$ cat src/rtl/htlog_pkg.sv
// package: sizes, constants, register indexes and beat types of the thermostat
package htlog_pkg;

   localparam int LOG_DEPTH = 24;
   localparam int LOG_IDX_W = (LOG_DEPTH > 1) ? $clog2(LOG_DEPTH) : 1;
   localparam int HOUR_EXT_W = 7;
   localparam int LOG_W = 14;
   localparam int TEMP_W = 12;
   localparam int CALC_W = 13;
   localparam int SETPOINT_W = 7;
   localparam int HYST_W = 8;
   localparam int CSR_INDEX_W = 3;
   localparam int CSR_DATA_W = 8;

   localparam int TENTHS_PER_DEGREE = 10;
   localparam int LOG_OFFSET = 1000;
   localparam int LOG_HEAT_FLAG = 10000;

   localparam logic [SETPOINT_W-1:0] DAY_SETPOINT_RESET = 7'd26;
   localparam logic [SETPOINT_W-1:0] NIGHT_SETPOINT_RESET = 7'd24;
   localparam logic [HYST_W-1:0] HYST_RESET = 8'd5;

   typedef enum logic [CSR_INDEX_W-1:0] {
      CSR_DAY_SETPOINT   = 3'd0,
      CSR_NIGHT_SETPOINT = 3'd1,
      CSR_DAY_ENABLE     = 3'd2,
      CSR_NIGHT_ENABLE   = 3'd3,
      CSR_HYSTERESIS     = 3'd4
   } csr_index_type;

   typedef struct packed {
      logic              is_day;
      logic [5:0]        minute_now;
      logic [4:0]        hour_now;
      logic              sensor_ok;
      logic signed [11:0] temp_tenths;
      logic [4:0]        log_read_hour;
   } req_payload_type;

   typedef struct packed {
      logic              heater_on;
      logic [13:0]       log_read_value;
   } rsp_payload_type;

endpackage

$ cat src/rtl/hysteresis_thermostat_with_hour_log.sv
// top level: hysteresis thermostat with a per-hour temperature log
//
// One beat in, one beat out. A request beat is captured in an input register,
// the heater decision and log update are made by short compare and add logic,
// and the response lands in an output register. A new request can be taken
// every cycle as long as rsp_stall does not hold the output. The input
// register keeps taking one beat while a finished response waits under
// rsp_stall. The 24-entry hour log is cleared by reset at once, and a read
// of the hour being written in the same beat returns the new entry.
// Configuration is written through the csr port (always ready); the user
// must do so only while no beat is in flight; the block does not enforce it.
module hysteresis_thermostat_with_hour_log (
   input  logic                                  clock,
   input  logic                                  reset,
   input  logic                                  req_valid,
   output logic                                  req_stall,
   input  htlog_pkg::req_payload_type            req_payload,
   output logic                                  rsp_valid,
   input  logic                                  rsp_stall,
   output htlog_pkg::rsp_payload_type            rsp_payload,
   input  logic                                  csr_valid,
   output logic                                  csr_ready,
   input  logic [htlog_pkg::CSR_INDEX_W-1:0]     csr_index,
   input  logic [htlog_pkg::CSR_DATA_W-1:0]      csr_data
);

   // configuration
   logic [htlog_pkg::SETPOINT_W-1:0] day_sp_ff, night_sp_ff;
   logic                             day_en_ff, night_en_ff;
   logic [htlog_pkg::HYST_W-1:0]     hyst_ff;

   // pipeline
   logic                             s1_valid_ff;
   htlog_pkg::req_payload_type       s1_ff;
   logic                             rsp_valid_ff;
   htlog_pkg::rsp_payload_type       rsp_ff;
   htlog_pkg::rsp_payload_type       rsp_in;
   logic                             s2_load;
   logic                             s1_load;

   // state
   logic                             heater_ff;
   logic                             heater_in;
   logic [htlog_pkg::LOG_W-1:0]      log_ff [htlog_pkg::LOG_DEPTH];

   // datapath
   logic [htlog_pkg::SETPOINT_W-1:0] setpoint_sel;
   logic                             enable_sel;
   logic signed [htlog_pkg::CALC_W-1:0] sp_tenths, band, hi_limit, lo_limit;
   logic signed [htlog_pkg::CALC_W-1:0] temp_ext, log_base;
   logic [htlog_pkg::LOG_W-1:0]      base_clip, entry;
   logic [htlog_pkg::HOUR_EXT_W-1:0] wr_hour_ext, rd_hour_ext;
   logic [htlog_pkg::LOG_IDX_W-1:0]  wr_idx, rd_idx;
   logic                             wr_hit, rd_in_range, log_write;

   assign csr_ready = 1'b1;

   always_ff @(posedge clock) begin
      if (reset) begin
         day_sp_ff   <= htlog_pkg::DAY_SETPOINT_RESET;
         night_sp_ff <= htlog_pkg::NIGHT_SETPOINT_RESET;
         day_en_ff   <= 1'b1;
         night_en_ff <= 1'b1;
         hyst_ff     <= htlog_pkg::HYST_RESET;
      end else if (csr_valid && csr_ready) begin
         case (csr_index)
            htlog_pkg::CSR_DAY_SETPOINT: begin
               day_sp_ff <= csr_data[htlog_pkg::SETPOINT_W-1:0];
            end
            htlog_pkg::CSR_NIGHT_SETPOINT: begin
               night_sp_ff <= csr_data[htlog_pkg::SETPOINT_W-1:0];
            end
            htlog_pkg::CSR_DAY_ENABLE: begin
               day_en_ff <= csr_data[0];
            end
            htlog_pkg::CSR_NIGHT_ENABLE: begin
               night_en_ff <= csr_data[0];
            end
            htlog_pkg::CSR_HYSTERESIS: begin
               hyst_ff <= csr_data[htlog_pkg::HYST_W-1:0];
            end
            default: begin
            end
         endcase
      end
   end

   // handshake
   assign s2_load   = !rsp_valid_ff || !rsp_stall;
   assign s1_load   = !s1_valid_ff || s2_load;
   assign req_stall = !s1_load;

   // heater decision
   always_comb begin
      setpoint_sel = s1_ff.is_day ? day_sp_ff : night_sp_ff;
      enable_sel   = s1_ff.is_day ? day_en_ff : night_en_ff;
      sp_tenths    = signed'(htlog_pkg::CALC_W'(setpoint_sel)
                     * htlog_pkg::CALC_W'(htlog_pkg::TENTHS_PER_DEGREE));
      band         = signed'(htlog_pkg::CALC_W'(hyst_ff));
      hi_limit     = sp_tenths + band;
      lo_limit     = sp_tenths - band;
      temp_ext     = {s1_ff.temp_tenths[htlog_pkg::TEMP_W-1], s1_ff.temp_tenths};
      if (heater_ff) begin
         heater_in = !(!enable_sel || !s1_ff.sensor_ok || temp_ext >= hi_limit);
      end else begin
         heater_in = enable_sel && s1_ff.sensor_ok && temp_ext <= lo_limit;
      end
   end

   // log entry, write and read
   always_comb begin
      log_base  = temp_ext + signed'(htlog_pkg::CALC_W'(htlog_pkg::LOG_OFFSET));
      base_clip = (s1_ff.sensor_ok && !log_base[htlog_pkg::CALC_W-1])
                  ? htlog_pkg::LOG_W'(log_base[htlog_pkg::CALC_W-2:0]) : '0;
      entry     = base_clip + (heater_in ? htlog_pkg::LOG_W'(htlog_pkg::LOG_HEAT_FLAG) : '0);

      wr_hour_ext = htlog_pkg::HOUR_EXT_W'(s1_ff.hour_now);
      rd_hour_ext = htlog_pkg::HOUR_EXT_W'(s1_ff.log_read_hour);
      wr_idx      = wr_hour_ext[htlog_pkg::LOG_IDX_W-1:0];
      rd_idx      = rd_hour_ext[htlog_pkg::LOG_IDX_W-1:0];
      wr_hit      = (s1_ff.minute_now == '0)
                    && (wr_hour_ext < htlog_pkg::HOUR_EXT_W'(htlog_pkg::LOG_DEPTH));
      rd_in_range = rd_hour_ext < htlog_pkg::HOUR_EXT_W'(htlog_pkg::LOG_DEPTH);
      log_write   = s1_valid_ff && s2_load && wr_hit;

      rsp_in.heater_on = heater_in;
      if (!rd_in_range) begin
         rsp_in.log_read_value = '0;
      end else if (wr_hit && wr_idx == rd_idx) begin
         rsp_in.log_read_value = entry;
      end else begin
         rsp_in.log_read_value = log_ff[rd_idx];
      end
   end

   always_ff @(posedge clock) begin
      if (reset) begin
         s1_valid_ff  <= 1'b0;
         rsp_valid_ff <= 1'b0;
         heater_ff    <= 1'b0;
      end else begin
         if (s1_load) begin
            s1_valid_ff <= req_valid;
         end
         if (s2_load) begin
            rsp_valid_ff <= s1_valid_ff;
            if (s1_valid_ff) begin
               heater_ff <= heater_in;
            end
         end
      end
   end

   always_ff @(posedge clock) begin
      if (s1_load && req_valid) begin
         s1_ff <= req_payload;
      end
      if (s2_load && s1_valid_ff) begin
         rsp_ff <= rsp_in;
      end
   end

   always_ff @(posedge clock) begin
      if (reset) begin
         for (int i = 0; i < htlog_pkg::LOG_DEPTH; i++) begin
            log_ff[i] <= '0;
         end
      end else if (log_write) begin
         log_ff[wr_idx] <= entry;
      end
   end

   assign rsp_valid   = rsp_valid_ff;
   assign rsp_payload = rsp_ff;

endmodule
$ cat config.mk
export PLATFORM = sky130hd
export DESIGN_NAME = hysteresis_thermostat_with_hour_log
export DESIGN_NICKNAME = d
export VERILOG_FILES = /design/src/rtl/htlog_pkg.sv /design/src/rtl/hysteresis_thermostat_with_hour_log.sv
export SDC_FILE = /design/constraint.sdc
export NUM_CORES = 1
export LEC_CHECK = 0
export BUFFER_PORTS_ARGS = -buffer_cell sky130_fd_sc_hd__clkbuf_2
export CAP_MARGIN = 20
export CORE_AREA = 5 5 250 252
export DETAILED_ROUTE_END_ITERATION = 10
export DIE_AREA = 0 0 255 257
export GPL_TIMING_DRIVEN = 0
export PLACE_DENSITY = 0.54
export SYNTH_ARGS = -nofsm -noshare
export SYNTH_HDL_FRONTEND = slang
export SYNTH_SLANG_ARGS = --single-unit
$ cat constraint.sdc
create_clock -name clock -period 9.1 [get_ports clock]
set_clock_uncertainty 0.15 [all_clocks]
set_input_delay 2.73 -clock clock [delete_from_list [all_inputs] [get_ports clock]]
set_output_delay 2.73 -clock clock [all_outputs]
set_load 0.05 [all_outputs]
-- Word level (Yosys, flattened, before mapping)
Memory sizes are Yosys's and may differ from the RTL's. A register that Yosys moved wholly into a read port is not among the register bits.
Index checks and enable logic that the tools add are counted.
- bits in registers: 72
- memory bits (writable): 336
- input bits: 46
- output and inout port bits: 18
- logic and storage cells: 75
- memories kept: 1
- memories (name ; depth ; bits a word ; read ports ; clocked after Yosys merged registers in ; wr ports ; line ; RTL):
    log_ff ; 24 ; 14 ; 1 ; 1 ; 24 ; hysteresis_thermostat_with_hour_log.sv:44 ; logic [htlog_pkg::LOG_W-1:0] log_ff [htlog_pkg::LOG_DEPTH];
- add/subtract/negate cells: 4
- multiply operators: 1
- order comparisons: 4
- equal/unequal tests: 5
- mux-type cells: 15
- reductions and logical operators: 29
- operators by type and width (kind ; count):
    $mux W14 ; 3
    $add A12 B14 Y14 ; 1
    $reduce_or A14 Y1 ; 1
    $add A12 B11 Y13 const B ; 1
    $ge A12 B13 Y1 ; 1
    $add A11 B8 Y12 ; 1
    $le A12 B12 Y1 ; 1
    $mux W12 ; 1
    $reduce_and A2 Y1 ; 6
    $sub A11 B8 Y12 ; 1
    $lt A5 B5 Y1 const B ; 2
    $mul A7 B3 Y10 const B ; 1
    $mux W5 ; 2
    $logic_and A1 B1 Y1 ; 8
    $logic_not A1 Y1 ; 8
    $mux W1 ; 8
    $mux W7 ; 1
    $eq A3 B2 Y1 const B ; 2
    $logic_not A6 Y1 ; 1
    $eq A5 B5 Y1 ; 1
    $logic_or A1 B1 Y1 ; 4
    $eq A3 B1 Y1 const B ; 1
    $eq A3 B3 Y1 const B ; 1
    $logic_not A3 Y1 ; 1

-- Longest topological paths before layout
Gate-level depths: netlist (run 1).
- depth after elaboration: 10
- mapped depth: 31

-- Worst setup path after synthesis (run 1)
OpenSTA, ideal clock, no wires.
- path type: register to register
- start point: reg s1_ff[29] in the netlist's numbering
- end point: mem log_ff[24][11] in the netlist's numbering, data pin
- library setup time: 0.264 ns
- arrival: 6.739 ns
- data required time: 8.686 ns
- setup slack: 1.947 ns
- stages on the path, launching flop included: 29
- buffers on the path: 3
- clock period less this slack: 7.153 ns
- cells stage by stage: edfxtp_1 > clkbuf_1 > mux2_2 > ha_1 > ha_1 > inv_1 > fa_1 > inv_1 > ha_1 > o21ai_0 > nor2b_1 > a2111oi_0 > a2111oi_0 > o211ai_1 > ha_1 > nor4b_1 > a211o_1 > a41o_1 > a41o_1 > nand3_1 > clkbuf_1 > inv_1 > ha_1 > and2_1 > o2111ai_2 > o211a_1 > nor3_4 > buf_2 > inv_2
- RTL lines (item ; line ; RTL):
    start, declared ; hysteresis_thermostat_with_hour_log.sv:34 ; htlog_pkg::req_payload_type s1_ff;
    start signal, assigned ; hysteresis_thermostat_with_hour_log.sv:156 ; s1_ff <= req_payload;
    end, declared ; hysteresis_thermostat_with_hour_log.sv:44 ;

==> results_dict.tcl, run 1 <==
set metrics [dict create \
    multi_input_comb_area_um2 8083 \
    p_int_mw 4.211 \
    grt_first_pass_wirelength_um 94510 \
    crit_type "flip-flop to flip-flop" \
    finalHoldViolCount 0 \
    max_stage_delay_ns 0.64 \
    yosysMostFrequentCell "edfxtp_1" \
    synth_seq_cells 525 \
    syn_to_final_growth_pct 14.63 \
    cp-start-kind "flip-flop" \
    drv_slew 0 \
    r2r_end "log_ff[27][11]" \
    hold_class "flip-flop to flip-flop" \
    synth_flop_cell "edfxtp_1" \
    place.gp.congestion 0.8643 \
    regArea_um2 15440 \
    seq_power_share_pct 49.8 \
    cp_slowest_cell "edfxtp_1" \
    drive_above_1_share_pct 17.34 \
    num_antenna_cells 0 \
    layout_min_cycle_time_ns 8.502 \
    p_switching_mw 1.476 \
    crit_family "adder cells" \
    powerDensity_nw_per_um2 209.1 \
    fmax_mhz 117.6 \
    grtUsageTotal_pct 19.48 \
    avgSynthCellArea_um2 14.57 \
    cap_violations 0 \
    pwr-share-comb_pct 13.5 \
    netlist.area_leader.share_pct 62.40 \
    synthCells 1628 \
    num_rows 90 \
    die_h_um 257 \
    finalCritPeriodShare_pct 93.43 \
    cts_tree "done" \
    cpMostUsedCell "ha_1" \
    worstSkewPairLatency_ns 0.63 \
    wl_um 63990 \
    cts_buffer_depth 3 \
    grt_pass1_vias 14920 \
    slew_headroom_pct 22.80 \
    numCtsBuffers 54 \
    worstPathArrival_ns 8.71 \
    rsz0062_at_grt "false" \
    num_vias 14450 \
    cts.htree.levels 2 \
    fin_cells 2691 \
    viasPerCell 5.369 \
    p_leak_nw 9.806 \
    nFillCells 5459 \
    grt-ovfl-total 0 \
    die_w_um 255 \
    antenna_found_initial 0 \
    final_cell_area_um2 27200 \
    path_depth 28 \
    async_flop_share_pct 0 \
    ant_nets 0 \
    synth_edf_count 493 \
    power_frac_clock_pct 36.7 \
    cts-root-buf "clkbuf_16" \
    synth_warnings 0 \
    drc 0 \
    synth_cell_types 63 \
    boundaryPins 64 \
    rr_worst_depth 28 \
    crit_buf_inv 7 \
    yosys.area.top_type "edfxtp_1" \
    worstMarginPinSlew_ns 1.149 \
    setup_viol 0 \
    yosysSeqAreaShare_pct 65.10 \
    syn-cell-area_um2 23730 \
    worst_slack_ns 0.5979 \
    synth.area.top_cells "edfxtp_1 (62%), mux4_2 (13%), nor2_1 (5.9%)" \
    wl_per_cell_um 23.78 \
    critical_path.max_fanout 10 \
    whs_path_depth 2 \
    die-area_um2 65540 \
    post-place-ws_ns -0.06051 \
    first_iter_violations 1470 \
    cp.required_ns 9.31 \
    cts.reportedPaths.clkPinSlew_ns 0.06 \
    status "complete, no violations" \
    crit_path_start "s1_ff[29]" \
    postCtsHoldBufs 0 \
    dp_cells 2588 \
    synth_common_cells "edfxtp_1 (493), nor2_1 (370), mux4_2 (138)" \
    ff2ff_setup_slack_ns 0.60 \
    grt_start_max_net_pins 19 \
    ir_drop_v 0.0001579 \
    final.setup.tns_ns 0 \
    r2r-start "s1_ff[29]" \
    power_mw 5.687 \
    place.detailed.hpwl_um 45260 \
    clock-sinks 525 \
    worstSetupEndpointType "flip-flop" \
    dpl_cell_area_um2 25500 \
    start_util_pct 39.60 \
    coreArea_um2 59910 \
    drt_first_pass_iters 5 \
    swShare_pct 25.95 \
    critPathCapture "log_ff[27][11]" \
    portBuffers 61 \
    layout.nets 1970 \
]
[metrics by stage]
stage / hold slack, ns / utilization [%]
floorplan: 0.2838 / -
global placement: 0.2911 / 42.45
detailed placement: 0.2968 / 42.57
CTS: 0.3052 / 45.32
global route: 0.3337 / 45.40
finish: 0.3066 / 45.40
[power groups by stage]
stage          clock network [mW]  logic, mW  registers, mW
2_1_floorplan                   0      0.488           2.88
3_3_place_gp                    0      0.754           2.88
3_5_place_dp                    0      0.768           2.88
4_1_cts                      2.13      0.772           2.83
5_1_grt                      2.23      0.832           2.84
6_report                     2.08      0.770           2.83
[logic make-up after synthesis]
| group | synth area share [%] |
|---|---|
| buffers and inverters | 2.663 |
| other | 0.03165 |
| multiplexers | 13.89 |
| flip-flops | 65.10 |
| AND/OR/NAND/NOR | 10.18 |
| adder cells (fa/ha/maj) | 3.101 |
| XOR/XNOR | 1.392 |
| AO/OA/AOI/OAI | 3.649 |
[layer usage]
metal,vias up,track usage [%],share of wire (%)
li1,6447,-,-
met5,-,0.3759,0.044
met3,113,4.908,8.2
met2,505,29.59,46
met1,7380,27.40,43
met4,2,6.958,3.4
[worst min path at each step]
stage,start,slack [ns],endpoint
after detailed placement,night_sp_ff[0],0.30,night_sp_ff[0]
after CTS,night_sp_ff[0],0.31,night_sp_ff[0]
after floorplan,night_sp_ff[1],0.28,night_sp_ff[1]
after global routing,night_sp_ff[2],0.33,night_sp_ff[2]
after global placement,night_sp_ff[2],0.29,night_sp_ff[2]
final,night_sp_ff[0],0.31,night_sp_ff[0]
[layout make-up]
| cell class | count | area share, % |
|---|---|---|
| multi-input combinational | 1062 | 29.72 |
| clock buffer | 70 | 5.263 |
| buffer | 107 | 1.679 |
| tap | 782 | 3.598 |
| clock inverter | 28 | 0.7821 |
| timing repair buffer | 71 | 1.518 |
| inverter | 46 | 0.6487 |
| sequential | 525 | 56.79 |
[tightest hold or removal path, stage by stage, from the launching register on]
cell and delay (ns):
dfxtp_1 0.31, nand2_1 0.05, a21oi_1 0.05
[cells in the final DEF, fill, tap and decap left out, types with 17 or more instances in the layout]
cell / n
clkbuf_1: 89
mux4_2: 138
clkbuf_16: 54
nor2_1: 370
clkbuf_2: 63
dfxtp_1: 32
buf_2: 28
xnor2_1: 17
nor2b_1: 25
inv_1: 41
nand2_1: 114
a21oi_1: 33
ha_1: 54
edfxtp_1: 493
conb_1: 115
a211oi_1: 31
[registers in the layout (all words and copies together) (netlist names), 5 cells and up, named ones only]
| signal | flops |
|---|---|
| s1_ff | 20 |
| day_sp_ff | 7 |
| rd_idx | 5 |
| log_ff | 448 |
| night_sp_ff | 7 |
| rsp_payload | 15 |
| wr_idx | 5 |
| hyst_ff | 8 |
[repair_timing]
action	CTS	global route
buffers inserted	0	2
gates resized for setup	1	3
setup endpoints to repair	25	167
Power figures use the tool's default switching activity.
==> run 2, diff against run 1 <==
--- a/config.mk
+++ b/config.mk
@@ -7,9 +7,10 @@
 export LEC_CHECK = 0
 export BUFFER_PORTS_ARGS = -buffer_cell sky130_fd_sc_hd__clkbuf_2
 export CAP_MARGIN = 20
-export CORE_AREA = 5 5 250 252
+export CORE_AREA = 4 4 249 251
 export DETAILED_ROUTE_END_ITERATION = 10
-export DIE_AREA = 0 0 255 257
+export DIE_AREA = 0 0 253 255
+export GPL_ROUTABILITY_DRIVEN = 0
 export GPL_TIMING_DRIVEN = 0
 export PLACE_DENSITY = 0.54
 export SYNTH_ARGS = -nofsm -noshare
==> results_dict.tcl, run 2 (synthesis results as in run 1) <==
set metrics [dict create \
    status "complete, no violations" \
    cap_violations 0 \
    fmax_mhz 116.7 \
    numCtsBuffers 55 \
    rsz0062_at_grt "false" \
    drive_above_1_share_pct 17.69 \
    grtUsageTotal_pct 19.96 \
    layout_common_cells "edfxtp_1 (493), nor2_1 (370), mux4_2 (138)" \
    wl_um 64380 \
    place.detailed.hpwl_um 44980 \
    cts-root-buf "clkbuf_16" \
    num_vias 14530 \
    cp-start-kind "flip-flop" \
    whs_ns 0.3070 \
    slew_headroom_pct 24.23 \
    drv_slew 0 \
    largest_reg_flops 448 \
    hold_class "flip-flop to flip-flop" \
    ff2ff_setup_slack_ns 0.53 \
    worstSetupEndpointType "flip-flop" \
    ant_nets 0 \
    pwr-share-comb_pct 13.1 \
    crit_type "flip-flop to flip-flop" \
    drt_first_pass_iters 5 \
    drc 0 \
    top_register "log_ff" \
    layout_min_cycle_time_ns 8.566 \
    die_w_um 253 \
    hp-start "night_sp_ff[1]" \
    clock-sinks 525 \
    wl_per_cell_um 23.86 \
    num_rows 90 \
    num_antenna_cells 0 \
    grt-ovfl-total 0 \
    antenna_found_initial 0 \
    min_to "night_sp_ff[1]" \
    rr_worst_depth 28 \
    powerDensity_nw_per_um2 215.1 \
    start_util_pct 39.60 \
    final_cell_area_um2 27440 \
    path_depth 28 \
    cts.htree.levels 2 \
    finalCritPeriodShare_pct 94.13 \
    r2r_end "log_ff[28][11]" \
    p_int_mw 4.408 \
    viasPerCell 5.384 \
    die_h_um 255 \
    max_stage_delay_ns 0.65 \
    worstSkewPairLatency_ns 0.62 \
    dpl_cell_area_um2 25510 \
    setup_viol 0 \
    grt_start_max_net_pins 22 \
    ir_drop_v 0.0001479 \
    syn_to_final_growth_pct 15.64 \
    cp.required_ns 9.30 \
    coreArea_um2 59910 \
    swShare_pct 25.32 \
    boundaryPins 64 \
    die-area_um2 64520 \
    cts.reportedPaths.clkPinSlew_ns 0.06 \
    cts_buffer_depth 3 \
    seq_power_share_pct 48.0 \
    r2r-start "s1_ff[29]" \
    postCtsHoldBufs 0 \
    p_leak_nw 9.922 \
    power_frac_clock_pct 38.9 \
    crit_family "compound AO/OA/AOI/OAI gates" \
    critical_path.max_fanout 10 \
    worstPathArrival_ns 8.77 \
    layout_commonest_cell "edfxtp_1" \
    cts_tree "done" \
    nFillCells 5409 \
    p_switching_mw 1.495 \
    cpMostUsedCell "ha_1" \
    grt_first_pass_wirelength_um 94600 \
    finalHoldViolCount 0 \
    final.setup.tns_ns 0 \
    portBuffers 61 \
    whs_path_depth 2 \
    cp_slowest_cell "edfxtp_1" \
    layout.nets 1973 \
    first_iter_violations 1432 \
    grt_pass1_vias 14570 \
    crit_buf_inv 7 \
    worstMarginPinSlew_ns 1.128 \
]
==> run 2: worst max-delay path by stage <==
stage	to	startpoint	slack (ns)
floorplan	log_ff[24][11]	s1_ff[29]	1.95
global placement	log_ff[8][4]	rsp_stall	-0.32
detailed placement	log_ff[27][11]	s1_ff[29]	0.03
CTS	log_ff[25][11]	s1_ff[29]	0.15
global route	log_ff[30][11]	s1_ff[29]	0.1
finish	log_ff[28][11]	s1_ff[29]	0.53
==> run 2: final cells by class <==
class | instances | area (um2) | share of cell area (%)
sequential | 525 | 15440 | 56.29
multi-input combinational | 1062 | 8078 | 29.44
clock buffer | 74 | 1508 | 5.495
tap | 782 | 978.4 | 3.566
timing repair buffer | 73 | 457.9 | 1.669
buffer | 107 | 456.7 | 1.665
clock inverter | 29 | 336.6 | 1.227
inverter | 46 | 176.4 | 0.6430
==> run 2: repair_timing <==
action | CTS | global route
endpoints found under the setup margin | 8 | 144
buffers inserted | 0 | 2
pin swaps | 0 | 0
gates resized for setup | 0 | 4
==> run 2: worst min-delay path: stages, from the launching register on <==
cell,delay [ns]
dfxtp_1,0.31
nand2_1,0.05
a21oi_1,0.05
==> run 2: power groups by stage <==
stage / combinational (mW) / sequential [mW] / clock (mW)
final: 0.772 / 2.83 / 2.30
after global placement: 0.752 / 2.88 / 0
after floorplan: 0.488 / 2.88 / 0
after global routing: 0.831 / 2.84 / 2.44
after CTS: 0.767 / 2.83 / 2.34
after detailed placement: 0.764 / 2.88 / 0
==> run 2: metal layers <==
layer  vias to the layer above  routed length [um]  share of wire (%)  track usage, %
met5                         -                   0                  0               0
met3                        86                4586                7.1           3.313
met1                      7459               28270                 44           28.96
met2                       533               30040                 47           31.86
met4                         0                1472                2.3           4.949
li1                       6449                   -                  -               -
==> run 2: metrics by stage <==
step	utilization (%)	total power, mW	cells	worst slack (ns)
4_1_cts	45.65	5.942	2691	0.1458
6_report	45.80	5.902	2698	0.5341
2_1_floorplan	-	3.370	1741	1.947
3_3_place_gp	42.45	3.628	2584	-0.3191
5_1_grt	45.80	6.114	2698	0.09626
3_5_place_dp	42.58	3.649	2589	0.02644
==> run 3, diff against run 2 <==
--- a/config.mk
+++ b/config.mk
@@ -13,6 +13,7 @@
 export GPL_ROUTABILITY_DRIVEN = 0
 export GPL_TIMING_DRIVEN = 0
 export PLACE_DENSITY = 0.54
+export RECOVER_POWER = 100
 export SYNTH_ARGS = -nofsm -noshare
 export SYNTH_HDL_FRONTEND = slang
 export SYNTH_SLANG_ARGS = --single-unit
==> results_dict.tcl, run 3 (synthesis results as in run 1) <==
set metrics [dict create \
    drv_slew 0 \
    boundaryPins 64 \
    wl_per_cell_um 23.90 \
    multi_input_comb_area_um2 8040 \
    viasPerCell 5.412 \
    crit_type "flip-flop to flip-flop" \
    clock-sinks 525 \
    top_register "log_ff" \
    powerDensity_nw_per_um2 215.7 \
    largest_reg_flops 448 \
    num_rows 90 \
    fmax_mhz 116.5 \
    ir_drop_v 0.0001477 \
    hold_class "flip-flop to flip-flop" \
    dp_cells 2589 \
    portBuffers 61 \
    drt-met1-wl_um 28560 \
    num_vias 14600 \
    cp-start-kind "flip-flop" \
    whs_ns 0.3053 \
    highest_layer "met4" \
    rsz0062_at_grt "false" \
    cpMostUsedCell "ha_1" \
    cp_slowest_cell "edfxtp_1" \
    coreArea_um2 59910 \
    setup_viol 0 \
    grt_pass1_vias 14570 \
    worstSetupEndpointType "flip-flop" \
    worstPathArrival_ns 8.79 \
    die_w_um 253 \
    fin_cells 2698 \
    worstMarginPinSlew_ns 1.153 \
    num_antenna_cells 0 \
    nFillCells 5443 \
    post-place-ws_ns 0.02644 \
    cts_buffer_depth 3 \
    die_h_um 255 \
    start_util_pct 39.60 \
    status "complete, no violations" \
    cts_tree "done" \
    worstSkewPairLatency_ns 0.62 \
    max_stage_delay_ns 0.65 \
    cts-root-buf "clkbuf_16" \
    layout_min_cycle_time_ns 8.584 \
    drive_above_1_share_pct 15.34 \
    grt_start_max_net_pins 22 \
    crit_path_start "s1_ff[29]" \
    r2r-start "s1_ff[29]" \
    grtUsageTotal_pct 19.96 \
    critical_path.max_fanout 10 \
    wl_um 64490 \
    cp.required_ns 9.30 \
    final_core_util_pct 45.57 \
    first_iter_violations 1505 \
    crit_buf_inv 7 \
    postCtsHoldBufs 0 \
    slew_headroom_pct 22.42 \
    worst_slack_ns 0.5160 \
    regArea_um2 15440 \
    wl_met3_um 4295 \
    crit_family "adder cells" \
    drt_first_pass_iters 5 \
    drc 0 \
    layout_common_cells "edfxtp_1 (493), nor2_1 (370), mux4_2 (138)" \
    finalHoldViolCount 0 \
    cap_violations 0 \
    numCtsBuffers 55 \
    layout_commonest_cell "edfxtp_1" \
    cts.reportedPaths.clkPinSlew_ns 0.06 \
    ant_nets 0 \
    hp-start "night_sp_ff[1]" \
    final.setup.tns_ns 0 \
    die-area_um2 64520 \
    cts.htree.levels 2 \
    place.detailed.hpwl_um 44980 \
    met2_length_um 30080 \
    p_leak_nw 9.786 \
    antenna_found_initial 0 \
    grt_first_pass_wirelength_um 94600 \
    grt-ovfl-total 0 \
    layout.nets 1973 \
    finalCritPeriodShare_pct 94.33 \
    syn_to_final_growth_pct 15.07 \
]
-- run 3: stage by stage --
| step | power, mW | cell area, um2 |
|---|---|---|
| after floorplan | 3.370 | 24150 |
| after global placement | 3.628 | 25430 |
| after detailed placement | 3.649 | 25510 |
| after CTS | 5.942 | 27350 |
| after global routing | 6.101 | 27300 |
| final | 5.889 | 27300 |
-- run 3: timing repair --
item,in CTS,in global routing
gates resized for setup,0,4
buffers inserted,0,2
setup endpoints to repair,8,144
-- run 3: final timing paths --
kind / endpoint / slack, ns / cells after the start
worst max-delay path: log_ff[28][11] / 0.52 / 28
worst min-delay path: night_sp_ff[1] / 0.31 / 2
worst max register to register: log_ff[28][11] / 0.52 / 28
worst min register to register: night_sp_ff[1] / 0.31 / 2
-- run 3: report_power, final --
| group | internal (mW) | leakage [nW] | switching, mW | total, mW |
|---|---|---|---|---|
| combinational | 0.272 | 3.57 | 0.488 | 0.759 |
| clock | 1.34 | 0.893 | 0.961 | 2.30 |
| sequential | 2.79 | 5.33 | 0.0433 | 2.83 |
-- run 3: worst reg2reg max path: cells and delay by family (launching register included) --
family	cells	cell delay (ns)
AOI/OAI and AO/OA	9	2.14
muxes	1	0.47
buffers and inverters	7	1.33
and+or+nand+nor	5	1.45
DFF	1	0.65
adders and majority gates	6	2.15
-- run 3: area by class of cell --
class / instances / share of cell area, %
timing repair buffer: 73 / 1.412
tap: 782 / 3.584
sequential: 525 / 56.57
clock inverter: 29 / 1.233
multi-input combinational: 1062 / 29.45
clock buffer: 74 / 5.522
inverter: 46 / 0.6462
buffer: 107 / 1.581
-- run 3: layer usage --
layer  track usage (%)  vias up
li1                  -     6444
met1             28.96     7532
met2             31.86      536
met3             3.313       89
met4             4.949        0
met5                 0        -
